**config.mk**
```make
export PLATFORM = sky130hd
export DESIGN_NAME = i2c_register_access_master
export DESIGN_NICKNAME = d
export VERILOG_FILES = /design/src/rtl/i2cra_pkg.sv /design/src/rtl/i2cra_phase_dec.sv /design/src/rtl/i2cra_core.sv /design/src/rtl/i2c_register_access_master.sv
export SDC_FILE = /design/constraint.sdc
export NUM_CORES = 1
export LEC_CHECK = 0
export BUFFER_PORTS_ARGS = -buffer_cell sky130_fd_sc_hd__buf_2
export CORE_UTILIZATION = 30
export CTS_BUF_LIST = sky130_fd_sc_hd__clkbuf_4 sky130_fd_sc_hd__clkbuf_8 sky130_fd_sc_hd__clkbuf_16
export CTS_CLUSTER_DIAMETER = 150
export CTS_CLUSTER_SIZE = 25
export DETAILED_ROUTE_END_ITERATION = 12
export GPL_TIMING_DRIVEN = 1
export PLACE_DENSITY = 0.52
export REMOVE_ABC_BUFFERS = 1
export SLEW_MARGIN = 20
export SYNTH_ARGS = -nofsm -noshare
export SYNTH_HDL_FRONTEND = slang
export SYNTH_SLANG_ARGS = --single-unit
```
**constraint.sdc**
```tcl
create_clock -name clk_i -period 7.8 [get_ports clk_i]
set_input_delay 1.56 -clock clk_i [delete_from_list [all_inputs] [get_ports clk_i]]
set_output_delay 1.56 -clock clk_i [all_outputs]
set_load 0.1 [all_outputs]
```
**src/rtl/i2cra_pkg.sv**
```systemverilog
// Package for the I2C register access master.
// Item types, request and operation codes, frame timing, and the bus phase decode record.
// Used by i2cra_phase_dec, i2cra_core and i2c_register_access_master.
`default_nettype none

package i2cra_pkg;

  // Request codes carried in req_type
  localparam logic [1:0] REQ_TICK  = 2'd0;
  localparam logic [1:0] REQ_WRITE = 2'd1;
  localparam logic [1:0] REQ_READ  = 2'd2;

  // Frame timing in ticks
  localparam logic [6:0] T_FRAME1     = 7'd19;
  localparam logic [6:0] T_FRAME2     = 7'd37;
  localparam logic [6:0] T_FRAME3     = 7'd55;
  localparam logic [6:0] T_WR_END_ONE = 7'd55;
  localparam logic [6:0] T_WR_END_TWO = 7'd73;
  localparam logic [6:0] T_RSTART     = 7'd37;
  localparam logic [6:0] T_RD_FRAME2  = 7'd40;
  localparam logic [6:0] T_RD_FRAME3  = 7'd58;
  localparam logic [6:0] T_RD_FRAME4  = 7'd76;
  localparam logic [6:0] T_RD_STOP    = 7'd94;

  typedef enum logic [1:0] {
    OP_IDLE  = 2'd0,
    OP_WRITE = 2'd1,
    OP_READ  = 2'd2
  } op_e;

  typedef enum logic [1:0] {
    PH_START  = 2'd0,
    PH_FRAME  = 2'd1,
    PH_RSTART = 2'd2,
    PH_STOP   = 2'd3
  } phase_e;

  typedef struct packed {
    phase_e      kind;
    logic [2:0]  frame;    // byte frame index
    logic [3:0]  bit_idx;  // 0..7 data bits, 8 ack slot
    logic        high;     // SCL high half of the bit
    logic [1:0]  step;     // step within repeated start or stop, saturates at 2
  } phase_t;

  typedef struct packed {
    logic [1:0] req_type;
    logic [6:0] dev_addr;
    logic [7:0] reg_index;
    logic [7:0] data_high;
    logic [7:0] data_low;
    logic       two_bytes;
    logic       sda_in;
  } in_item_t;

  typedef struct packed {
    logic        scl_level;
    logic        sda_level;
    logic        busy_res;
    logic        done_res;
    logic [15:0] read_data;
    logic        nack_seen;
  } out_item_t;

endpackage

`default_nettype wire

```
**src/rtl/i2cra_phase_dec.sv**
```systemverilog
// Bus phase decoder: maps the tick count of a transaction to its phase.
// Depends on i2cra_pkg.
`default_nettype none

module i2cra_phase_dec
  import i2cra_pkg::*;
(
  input  var op_e        op_i,
  input  var logic [6:0] tick_i,
  input  var logic       two_bytes_i,
  output var phase_t     phase_o
);

  logic [6:0] base;
  logic [6:0] fend;
  logic [6:0] rel;
  logic [6:0] stop_rel;

  always_comb begin
    phase_o  = '0;
    base     = '0;
    fend     = two_bytes_i ? T_WR_END_TWO : T_WR_END_ONE;
    stop_rel = '0;
    phase_o.kind = PH_START;
    if (tick_i == 7'd0) begin
      phase_o.kind = PH_START;
    end else if (op_i == OP_WRITE) begin
      if (tick_i < fend) begin
        phase_o.kind = PH_FRAME;
        priority if (tick_i < T_FRAME1) begin
          phase_o.frame = 3'd0; base = 7'd1;
        end else if (tick_i < T_FRAME2) begin
          phase_o.frame = 3'd1; base = T_FRAME1;
        end else if (tick_i < T_FRAME3) begin
          phase_o.frame = 3'd2; base = T_FRAME2;
        end else begin
          phase_o.frame = 3'd3; base = T_FRAME3;
        end
      end else begin
        phase_o.kind = PH_STOP;
        stop_rel     = tick_i - fend;
      end
    end else begin
      priority if (tick_i < T_FRAME1) begin
        phase_o.kind = PH_FRAME; phase_o.frame = 3'd0; base = 7'd1;
      end else if (tick_i < T_RSTART) begin
        phase_o.kind = PH_FRAME; phase_o.frame = 3'd1; base = T_FRAME1;
      end else if (tick_i < T_RD_FRAME2) begin
        phase_o.kind = PH_RSTART;
        stop_rel     = tick_i - T_RSTART;
      end else if (tick_i < T_RD_FRAME3) begin
        phase_o.kind = PH_FRAME; phase_o.frame = 3'd2; base = T_RD_FRAME2;
      end else if (tick_i < T_RD_FRAME4) begin
        phase_o.kind = PH_FRAME; phase_o.frame = 3'd3; base = T_RD_FRAME3;
      end else if (tick_i < T_RD_STOP) begin
        phase_o.kind = PH_FRAME; phase_o.frame = 3'd4; base = T_RD_FRAME4;
      end else begin
        phase_o.kind = PH_STOP;
        stop_rel     = tick_i - T_RD_STOP;
      end
    end
    rel             = tick_i - base;
    phase_o.bit_idx = rel[4:1];
    phase_o.high    = rel[0];
    phase_o.step    = (stop_rel >= 7'd2) ? 2'd2 : stop_rel[1:0];
  end

endmodule

`default_nettype wire

```
**src/rtl/i2cra_core.sv**
```systemverilog
// Transaction state and one-phase-per-tick update of the I2C master.
// Depends on i2cra_pkg and i2cra_phase_dec.
`default_nettype none

module i2cra_core
  import i2cra_pkg::*;
(
  input  var logic      clk_i,
  input  var logic      rst_ni,
  input  var logic      fire_i,
  input  var in_item_t  item_i,
  output var out_item_t result_o
);

  op_e         op_q, op_d;
  logic [6:0]  phase_q, phase_d;
  logic [15:0] shift_q, shift_d;
  logic [6:0]  dev_q, dev_d;
  logic [7:0]  reg_q, reg_d;
  logic [7:0]  dh_q, dh_d;
  logic [7:0]  dl_q, dl_d;
  logic        two_q, two_d;
  logic        scl_q, scl_d;
  logic        sda_q, sda_d;
  logic        nack_q, nack_d;
  logic        done;
  logic        rx;
  logic [7:0]  tx_byte;
  phase_t      ph;

  i2cra_phase_dec u_phase_dec (
    .op_i        (op_q),
    .tick_i      (phase_q),
    .two_bytes_i (two_q),
    .phase_o     (ph)
  );

  // Byte sent in the current frame
  always_comb begin
    priority if (ph.frame == 3'd0) begin
      tx_byte = {dev_q, 1'b0};
    end else if (ph.frame == 3'd1) begin
      tx_byte = reg_q;
    end else if (op_q == OP_READ) begin
      tx_byte = {dev_q, 1'b1};
    end else if (ph.frame == 3'd2) begin
      tx_byte = two_q ? dh_q : dl_q;
    end else begin
      tx_byte = dl_q;
    end
  end

  assign rx = (op_q == OP_READ) && (ph.frame >= 3'd3);

  always_comb begin
    op_d    = op_q;
    phase_d = phase_q;
    shift_d = shift_q;
    dev_d   = dev_q;
    reg_d   = reg_q;
    dh_d    = dh_q;
    dl_d    = dl_q;
    two_d   = two_q;
    scl_d   = scl_q;
    sda_d   = sda_q;
    nack_d  = nack_q;
    done    = 1'b0;
    unique case (op_q)
      OP_IDLE: begin
        if (item_i.req_type == REQ_WRITE || item_i.req_type == REQ_READ) begin
          op_d    = op_e'(item_i.req_type);
          phase_d = '0;
          dev_d   = item_i.dev_addr;
          reg_d   = item_i.reg_index;
          dh_d    = item_i.data_high;
          dl_d    = item_i.data_low;
          two_d   = item_i.two_bytes;
          nack_d  = 1'b0;
          scl_d   = 1'b1;
          sda_d   = 1'b1;
          if (item_i.req_type == REQ_READ) begin
            shift_d = '0;
          end
        end
      end
      OP_WRITE, OP_READ: begin
        if (item_i.req_type == REQ_TICK) begin
          unique case (ph.kind)
            PH_START: begin
              scl_d = 1'b1;
              sda_d = 1'b0;
            end
            PH_FRAME: begin
              scl_d = ph.high;
              if (ph.bit_idx < 4'd8) begin
                sda_d = rx ? 1'b1 : tx_byte[~ph.bit_idx[2:0]];
              end else begin
                sda_d = rx ? (ph.frame != 3'd3) : 1'b1;
              end
              if (ph.high) begin
                if (ph.bit_idx < 4'd8 && rx) begin
                  shift_d = {shift_q[14:0], item_i.sda_in};
                end else if (ph.bit_idx == 4'd8 && !rx) begin
                  nack_d = nack_q | item_i.sda_in;
                end
              end
            end
            PH_RSTART: begin
              priority if (ph.step == 2'd0) begin
                scl_d = 1'b0; sda_d = 1'b1;
              end else if (ph.step == 2'd1) begin
                scl_d = 1'b1; sda_d = 1'b1;
              end else begin
                scl_d = 1'b1; sda_d = 1'b0;
              end
            end
            PH_STOP: begin
              priority if (ph.step == 2'd0) begin
                scl_d = 1'b0; sda_d = 1'b0;
              end else if (ph.step == 2'd1) begin
                scl_d = 1'b1; sda_d = 1'b0;
              end else begin
                scl_d = 1'b1; sda_d = 1'b1;
                done  = 1'b1;
              end
            end
          endcase
          if (done) begin
            op_d    = OP_IDLE;
            phase_d = '0;
          end else begin
            phase_d = phase_q + 7'd1;
          end
        end
      end
      default: begin
        op_d = OP_IDLE;
      end
    endcase
  end

  always_comb begin
    result_o.scl_level = scl_d;
    result_o.sda_level = sda_d;
    result_o.busy_res  = (op_d != OP_IDLE);
    result_o.done_res  = done;
    result_o.read_data = shift_d;
    result_o.nack_seen = nack_d;
  end

  always_ff @(posedge clk_i or negedge rst_ni) begin
    if (!rst_ni) begin
      op_q    <= OP_IDLE;
      phase_q <= '0;
      shift_q <= '0;
      dev_q   <= '0;
      reg_q   <= '0;
      dh_q    <= '0;
      dl_q    <= '0;
      two_q   <= 1'b0;
      scl_q   <= 1'b1;
      sda_q   <= 1'b1;
      nack_q  <= 1'b0;
    end else if (fire_i) begin
      op_q    <= op_d;
      phase_q <= phase_d;
      shift_q <= shift_d;
      dev_q   <= dev_d;
      reg_q   <= reg_d;
      dh_q    <= dh_d;
      dl_q    <= dl_d;
      two_q   <= two_d;
      scl_q   <= scl_d;
      sda_q   <= sda_d;
      nack_q  <= nack_d;
    end
  end

endmodule

`default_nettype wire

```
**src/rtl/i2c_register_access_master.sv**
```systemverilog
// Top level of the I2C register access master: input register, core, result register.
// Depends on i2cra_pkg, i2cra_core and i2cra_phase_dec.
//
//   channel | direction | handshake             | item
//   --------+-----------+-----------------------+------------
//   in      | input     | in_valid_i/in_stall_o | in_item_t
//   out     | output    | out_valid_o/out_stall_i | out_item_t
//
// Every input item (request or tick) gives exactly one result item.
// An item passes through the input register and then the result register.
// One item per cycle is sustained while the output does not stall; the phase decode
// and state update are combinational and sit between the two registers.
// Reset leaves the master idle with SCL and SDA released.
// A stall on the output holds the result register and, while that is full, the input register.
`default_nettype none

module i2c_register_access_master
  import i2cra_pkg::*;
(
  input  var logic      clk_i,
  input  var logic      rst_ni,
  input  var logic      in_valid_i,
  output var logic      in_stall_o,
  input  var in_item_t  in_item_i,
  output var logic      out_valid_o,
  input  var logic      out_stall_i,
  output var out_item_t out_item_o
);

  logic      in_valid_q;
  in_item_t  in_item_q;
  logic      out_valid_q;
  out_item_t out_item_q;
  logic      out_free;
  logic      advance;
  out_item_t result;

  // Result register can take a new item when empty or being drained
  assign out_free   = !out_valid_q || !out_stall_i;
  assign advance    = in_valid_q && out_free;
  assign in_stall_o = in_valid_q && !out_free;

  // Input register: load on accept, drop once the item moves on
  always_ff @(posedge clk_i or negedge rst_ni) begin
    if (!rst_ni) begin
      in_valid_q <= 1'b0;
    end else if (in_valid_i && !in_stall_o) begin
      in_valid_q <= 1'b1;
    end else if (advance) begin
      in_valid_q <= 1'b0;
    end
  end

  always_ff @(posedge clk_i) begin
    if (in_valid_i && !in_stall_o) begin
      in_item_q <= in_item_i;
    end
  end

  // Core updates its transaction state only when the item advances
  i2cra_core u_core (
    .clk_i    (clk_i),
    .rst_ni   (rst_ni),
    .fire_i   (advance),
    .item_i   (in_item_q),
    .result_o (result)
  );

  // Result register: hold while stalled, drop once taken
  always_ff @(posedge clk_i or negedge rst_ni) begin
    if (!rst_ni) begin
      out_valid_q <= 1'b0;
    end else if (advance) begin
      out_valid_q <= 1'b1;
    end else if (!out_stall_i) begin
      out_valid_q <= 1'b0;
    end
  end

  always_ff @(posedge clk_i) begin
    if (advance) begin
      out_item_q <= result;
    end
  end

  assign out_valid_o = out_valid_q;
  assign out_item_o  = out_item_q;

endmodule

`default_nettype wire
```
# Word-level counts from Yosys, hierarchy flattened
# Index checks and enable logic that the tools add are counted.
[op_classes] addsub=5 n_lt_le_gt_ge=12 n_eq_ne=15 muxes=91 bitwise_logic=2 reduce_logical=27
[ops] operator="2-to-1 mux 16 bit" n=6
[ops] operator="2-to-1 mux 7 bit" n=13
[ops] operator="2-to-1 mux 5 bit" n=16
[ops] operator="2-to-1 mux 8 bit" n=5
[ops] operator="case mux 16 bit (2 select lines)" n=1
[ops] operator="< comparator 7 x 6 -> 1 bit, second input constant" n=4
[ops] operator="2-to-1 mux 1 bit" n=27
[ops] operator="2-to-1 mux 2 bit" n=10
[ops] operator="< comparator 7 bit, second input constant" n=2
[ops] operator="case mux 7 bit (2 select lines)" n=1
[ops] operator="2-to-1 mux 3 bit" n=4
[ops] operator="== test 2 x 1 -> 1 bit, second input constant" n=4
[ops] operator="== test 2 bit, second input constant" n=4
[ops] operator="logical NOT 2 bit" n=4
[ops] operator="adder 7 x 1 -> 7 bit, second input constant" n=1
[ops] operator="greater-or-equal comparator 7 x 2 -> 1 bit, second input constant" n=1
[ops] operator="logical NOT 7 bit" n=1
[ops] operator="< comparator 7 x 5 -> 1 bit, second input constant" n=1
[ops] operator="< comparator 7 bit" n=1
[ops] operator="subtractor 7 x 6 -> 7 bit, second input constant" n=1
[ops] operator="subtractor 7 bit" n=1
[ops] operator="subtractor 7 bit, second input constant" n=1
[ops] operator="logical AND 1 bit" n=6
[ops] operator="!= test 2 x 1 -> 1 bit, second input constant" n=3
[ops] operator="other kinds (24)" n=34
[word_totals] reg_bits=118 inputBits=39 out_inout_bits=23 word_cells=178

# Logic depth before layout (Yosys ltp)
[depth] word_depth=21 ltp_mapped=23 mapped_depth_nobuf=19

# Hierarchy
# A second synthesis with hierarchy kept.
[hier_totals] cells_unflattened=475 hier_area_um2=5866.9
[modules_own_cells] module="i2cra_core" n_inst=1 cells_each=289 area_each_um2=3228.1 seq_area_each_um2=1503.9
[modules_own_cells] module="i2c_register_access_master" n_inst=1 cells_each=64 area_each_um2=1774.2 seq_area_each_um2=1731.7
[modules_own_cells] module="i2cra_phase_dec" n_inst=1 cells_each=122 area_each_um2=864.6 seq_area_each_um2=0.0

# Worst setup path after synthesis
# No wires, ideal clock.
[synth_path] kind="register to register" start="register u_core.phase_q[1]" end="register u_core.shift_q[10]" setup_time_ns=0.121 arrival_time_ns=4.562 required_ns=7.679 path_slack_ns=3.117 path_stages_with_launch=19 path_buffers=3 period_less_slack_ns=4.683 path_cell_list="dfrtp_1 ha_1 a211o_1 a21o_1 a211o_1 o21ai_4 inv_4 fa_1 a21o_1 a21oi_1 xnor2_1 xnor2_1 or3_4 a221o_1 buf_2 nand2b_4 buf_6 buf_6 a22o_1"
[synth_between] elab_chain_len=17 elab_cells_between_ends=48 cone_classes="add/sub: 1; order compare: 10; eq/ne: 1; mux: 33; reduce/logical: 3"
[synth_rtl] element="start: declaration" line_no="i2cra_core.sv:16" rtl="logic [6:0] phase_q, phase_d;"
[synth_rtl] element="start signal: assignment" line_no="i2cra_core.sv:166" rtl="phase_q <= phase_d;"
[synth_rtl] element="< comparator 7 bit" line_no="i2cra_phase_dec.sv:55" rtl="end else if (tick_i < T_RD_STOP) begin"
[synth_rtl] element="2-to-1 mux 4 bit or 2-to-1 mux 3 bit (tied branches)" line_no="i2cra_phase_dec.sv:55"
[synth_rtl] element="2-to-1 mux 5 bit" line_no="i2cra_phase_dec.sv:53" rtl="end else if (tick_i < T_RD_FRAME4) begin"
[synth_rtl] element="2-to-1 mux 5 bit" line_no="i2cra_phase_dec.sv:51" rtl="end else if (tick_i < T_RD_FRAME3) begin"
[synth_rtl] element="2-to-1 mux 5 bit or 2-to-1 mux 3 bit (tied branches)" line_no="i2cra_phase_dec.sv:48" rtl="end else if (tick_i < T_RD_FRAME2) begin"
[synth_rtl] element="2-to-1 mux 5 bit" line_no="i2cra_phase_dec.sv:46" rtl="end else if (tick_i < T_RSTART) begin"
[synth_rtl] element="2-to-1 mux 5 bit" line_no="i2cra_phase_dec.sv:44" rtl="priority if (tick_i < T_FRAME1) begin"
[synth_rtl] element="2-to-1 mux 5 bit" line_no="i2cra_phase_dec.sv:27" rtl="end else if (op_i == OP_WRITE) begin"
[synth_rtl] element="2-to-1 mux 5 bit or 2-to-1 mux 3 bit (tied branches)" line_no="i2cra_phase_dec.sv:25" rtl="if (tick_i == 7'd0) begin"
[synth_rtl] element="subtractor 5 bit or greater-or-equal comparator 3 x 2 -> 1 bit (tied branches)" line_no="i2cra_phase_dec.sv:62, i2cra_core.sv:53"
[synth_rtl] element="< comparator 4 bit or logical AND 1 bit (tied branches)" line_no="i2cra_core.sv:101, i2cra_core.sv:53"
[synth_rtl] element="logical AND 1 bit" line_no="i2cra_core.sv:101" rtl="if (ph.bit_idx < 4'd8 && rx) begin"
[synth_rtl] element="2-to-1 mux 16 bit" line_no="i2cra_core.sv:101"
[synth_rtl] element="2-to-1 mux 16 bit" line_no="i2cra_core.sv:100" rtl="if (ph.high) begin"
[synth_rtl] element="2-to-1 mux 16 bit *" line_no="i2cra_core.sv:88" rtl="unique case (ph.kind)"
[synth_rtl] element="2-to-1 mux 16 bit *" line_no="i2cra_core.sv:87" rtl="if (item_i.req_type == REQ_TICK) begin"
[synth_rtl] element="case mux 16 bit (2 select lines) *" line_no="i2cra_core.sv:68" rtl="unique case (op_q)"
[synth_rtl] element="end signal: assignment" line_no="i2cra_core.sv:167" rtl="shift_q <= shift_d;"
[synth_rtl] element="end: declaration" line_no="i2cra_core.sv:17" rtl="logic [15:0] shift_q, shift_d;"
# Mark *: on every way between the ends. The rest lies on a longest branch, timed or not.
# A chain may end at the register's enable or synchronous reset.

# Worst setup path in the final report
[layout_path] start="register u_core.phase_q[3]" end="register u_core.shift_q[15]"
# The elaborated chain is that of the path after synthesis.

==> metrics.log <==
INFO  metric clk_pin_slew_worst_paths = 0.06 ns
INFO  metric setup_viol = 0
INFO  metric place.port_buffers = 61
INFO  metric synthesis.area = about 6000 sq um
INFO  metric max-cap-violations = 0
INFO  metric synthDominantAreaCellType = sky130_fd_sc_hd__edfxtp_1
INFO  metric area_of_the_core = ~19000 sq um
INFO  metric critical_path.endpoint_type = flop
INFO  metric grt_util_all_layers = 0.130
INFO  metric rsz0062_at_grt = no
INFO  metric rows = 51
INFO  metric power_frac_seq = 0.361
INFO  metric max-vdd-ir-drop = 166 uV
INFO  metric design.portCount = between 60 and 70
INFO  metric r2r-start = u_core.phase_q[3]
INFO  metric globalRoute.totalOverflow = 0
INFO  metric worst_slew_margin_rel = 0.338
INFO  metric drt-wirelength-per-cell = 14.9 um
INFO  metric cts_tree = yes
INFO  metric power.share.switching = 0.322
INFO  metric synth-edff-count = 56
INFO  metric startpoint_type = flop
INFO  metric worstPathArrival = 5.61 ns
INFO  metric finalWeightedCongestion = around 0.89
INFO  metric route.vias.total = around 4100
INFO  metric post_route_minimum_period = ~5.3 ns
INFO  metric ant_nets = 0
INFO  metric p_leak = 2.97 nW
INFO  metric startpoint_of_the_lowest_slack_hold_path = in_item_q[1]
INFO  metric clockRootBuffer = sky130_fd_sc_hd__clkbuf_16
INFO  metric drive_gt1_frac = 0.261
INFO  metric first_global_vias = 4164
INFO  metric critical_path_peak_fanout = 21
INFO  metric post-synth-top-count-cell = sky130_fd_sc_hd__dfrtp_1
INFO  metric crit_start = u_core.phase_q[3]
INFO  metric synthToLayoutAreaGrowth = 20.3%
INFO  metric cp_data_required_time = 8.09 ns
INFO  metric p_int = about 0.0016 W
INFO  metric ctsResizeCount = 0
INFO  metric wirelength = 12.3 mm
INFO  metric skew = around 0.011 ns
INFO  metric dominantRegCellSynth = sky130_fd_sc_hd__dfrtp_1
INFO  metric fmax = approximately 190 MHz
INFO  metric clk_path_buf_depth = 2
INFO  metric use_met2 = 0.208
INFO  metric mean_syn_cell_area = 12.2 sq um
INFO  metric final_net_count = 616
INFO  metric numClockSinks = approximately 120
INFO  metric combinationalPowerShare = 0.294
INFO  metric die_height = approximately 140 um
INFO  metric drtPass1Iterations = 4
INFO  metric grt_antenna_before_repair = 0
INFO  metric initial_core_util = 0.306
INFO  metric grtUsageMet3 = 0.0342
INFO  metric grt.busiest_layer = met2
INFO  metric global_route_wire_length_before_repair = 20.5 mm
INFO  metric cts_made_buffers = 17
INFO  metric final.setup.tns = 0 ns
INFO  metric synth_cell_types = 66
INFO  metric slew_violations = 0
INFO  metric count_of_endpoints_failing_hold_in_the_final_timing_report = 0
INFO  metric final_critical_path_setup_slack = 2.48 ns
INFO  metric hp-class = reg2reg
INFO  metric fraction_of_registers_with_async_set_or_reset_after_synthesis = 0.525
INFO  metric htree_levels = 4
INFO  metric die-width = 143 um
INFO  metric synthCells = 489
INFO  metric insertedDiodeCount = 0
INFO  metric finalCritPeriodShare = 0.682
INFO  metric synth.yosys.warnings = 0
INFO  metric type_of_the_setup_path_with_the_least_slack = reg2reg
INFO  metric grtUsageMet1 = 0.165
INFO  metric hpwl = between 8 and 9 mm
INFO  metric cts-hold-fix-buffers = 0
INFO  metric fill_cells = approximately 1900
INFO  metric synth_common_cells = sky130_fd_sc_hd__dfrtp_1 (60), sky130_fd_sc_hd__edfxtp_1 (56), sky130_fd_sc_hd__mux2_2 (35)
INFO  metric drc = 0
INFO  metric cellPowerDensity = ~340 nW/um^2
INFO  metric net-switching-power = 0.000779 W
INFO  metric synth.top_cells.by_area = sky130_fd_sc_hd__edfxtp_1 (28%), sky130_fd_sc_hd__dfrtp_1 (25%), sky130_fd_sc_hd__mux2_2 (6.6%), sky130_fd_sc_hd__ha_1 (5.0%), sky130_fd_sc_hd__a22o_1 (4.8%)
INFO  metric synth.top_cell.area_share = 0.282
INFO  metric grt_start_max_net_pins = 63
INFO  metric max_slew.worst_pin.slew = 0.991 ns
INFO  metric cts.repair_timing.setup_buffer_count = 0
INFO  metric outcome = finished, final reports clean
INFO  metric ys_ff_latch = 118
INFO  metric detailedRoute.firstIterationViolations = around 320
INFO  metric avgViaCountPerCell = 4.94
INFO  metric place_worst_setup_slack = 2.52 ns
INFO  metric die-area = 20400 sq um
INFO  metric portion_of_total_power_attributed_to_the_clock_network = 0.345
INFO  metric synth_sequential_area_ratio = 0.543
INFO  metric insertion_delay_to_the_later_sink_of_the_worst_skew_pair = 0.41 ns
[flip-flops by register name (all words and copies together), names as in the netlist, 2 cells and up]
signal,flops
out_item_o,21
u_core.dev_q,7
in_item_q,35
u_core.shift_q,16
u_core.dl_q,8
u_core.reg_q,8
u_core.op_q,2
u_core.phase_q,7
u_core.dh_q,8
[cell families (layout without fill, tap and decap cells)]
logic type | Yosys count | count (layout) | share of synthesized area
flops | 118 | 118 | 0.543
xor+xnor | 11 | 11 | 0.0162
simple gates | 108 | 108 | 0.0978
compound gates | 137 | 137 | 0.168
buf+inv | 44 | 119 | 0.0315
mux | 45 | 45 | 0.0871
fa+ha+maj | 26 | 26 | 0.0571
[critical path, stage by stage (launching register included)]
cell and delay, ns:
sky130_fd_sc_hd__dfrtp_1 0.78, sky130_fd_sc_hd__ha_1 0.42, sky130_fd_sc_hd__o211a_1 0.18, sky130_fd_sc_hd__a21o_1 0.22, sky130_fd_sc_hd__a211o_1 0.34, sky130_fd_sc_hd__o21ai_4 0.38
sky130_fd_sc_hd__inv_4 0.10, sky130_fd_sc_hd__fa_1 0.50, sky130_fd_sc_hd__a21o_1 0.18, sky130_fd_sc_hd__a21oi_1 0.18, sky130_fd_sc_hd__xnor2_1 0.18, sky130_fd_sc_hd__xnor2_1 0.14
sky130_fd_sc_hd__or3_4 0.43, sky130_fd_sc_hd__a221o_1 0.56, sky130_fd_sc_hd__nand2b_4 0.33, sky130_fd_sc_hd__a22o_1 0.26
[path summary, 6_finish.rpt]
kind | to | slack (ns) | depth (start not counted)
worst max-delay path | u_core.shift_q[15] | 2.48 | 15
max in group asynchronous | u_core.dl_q[2] | 5.96 | 2
worst max register to register | u_core.shift_q[15] | 2.48 | 15
worst min-delay path | u_core.two_q | 0.47 | 2
min in group asynchronous | u_core.shift_q[10] | 1.30 | 2
worst min register to register | u_core.two_q | 0.47 | 2
[power groups by stage]
stage               clock (W)  combinational [W]  sequential (W)
finish               0.000834           0.000711        0.000872
CTS                  0.000852           0.000714        0.000874
floorplan                   0           0.000482        0.000939
detailed placement          0           0.000711        0.000886
global placement            0           0.000697        0.000882
global route         0.000881           0.000782        0.000891
[cell usage in the layout, fill, tap and decap left out, types with 6 or more instances in the layout]
master,synthesis,routed
sky130_fd_sc_hd__mux2_2,35,35
sky130_fd_sc_hd__nor2_1,23,23
sky130_fd_sc_hd__o31ai_1,6,6
sky130_fd_sc_hd__xnor2_1,6,6
sky130_fd_sc_hd__o21ai_0,25,25
sky130_fd_sc_hd__buf_2,4,61
sky130_fd_sc_hd__edfxtp_1,56,56
sky130_fd_sc_hd__clkbuf_16,0,17
sky130_fd_sc_hd__mux2i_1,8,8
sky130_fd_sc_hd__a21oi_1,22,22
sky130_fd_sc_hd__nand2_1,25,25
sky130_fd_sc_hd__nand3_1,12,12
sky130_fd_sc_hd__ha_1,24,24
sky130_fd_sc_hd__nor3_1,6,6
sky130_fd_sc_hd__a21o_1,6,6
sky130_fd_sc_hd__dfrtp_1,60,60
sky130_fd_sc_hd__a22o_1,33,33
sky130_fd_sc_hd__nor2b_1,6,6
sky130_fd_sc_hd__inv_1,20,20
[cell type report]
type	instances	area (sq um)	share of cell area
Timing Repair Buffer	66	343	0.0478
Clock buffer	22	469	0.0654
Clock inverter	10	171	0.0239
Sequential cell	118	3240	0.451
Inverter	21	81.3	0.0113
Tap cell	265	332	0.0462
Multi-Input combinational cell	327	2540	0.354
[routing by layer]
| layer | wire length, um | vias to the layer above | part of all wire |
|---|---|---|---|
| met3 | 529 | 16 | 0.043 |
| met1 | 5660 | 2003 | 0.46 |
| met5 | 0 | - | 0 |
| li1 | - | 1980 | - |
| met2 | 5920 | 97 | 0.48 |
| met4 | 235 | 0 | 0.019 |
[stage by stage]
step,area [sq um],util,hold WS (ns),total power (W),instances
2_1_floorplan,5860,-,0.426,0.00142,466
3_3_place_gp,6530,0.336,0.462,0.00158,797
3_5_place_dp,6530,0.336,0.465,0.00160,797
4_1_cts,7170,0.368,0.472,0.00244,829
5_1_grt,7170,0.368,0.488,0.00255,829
6_report,7170,0.368,0.466,0.00242,829
Power figures use the tool's default switching activity.
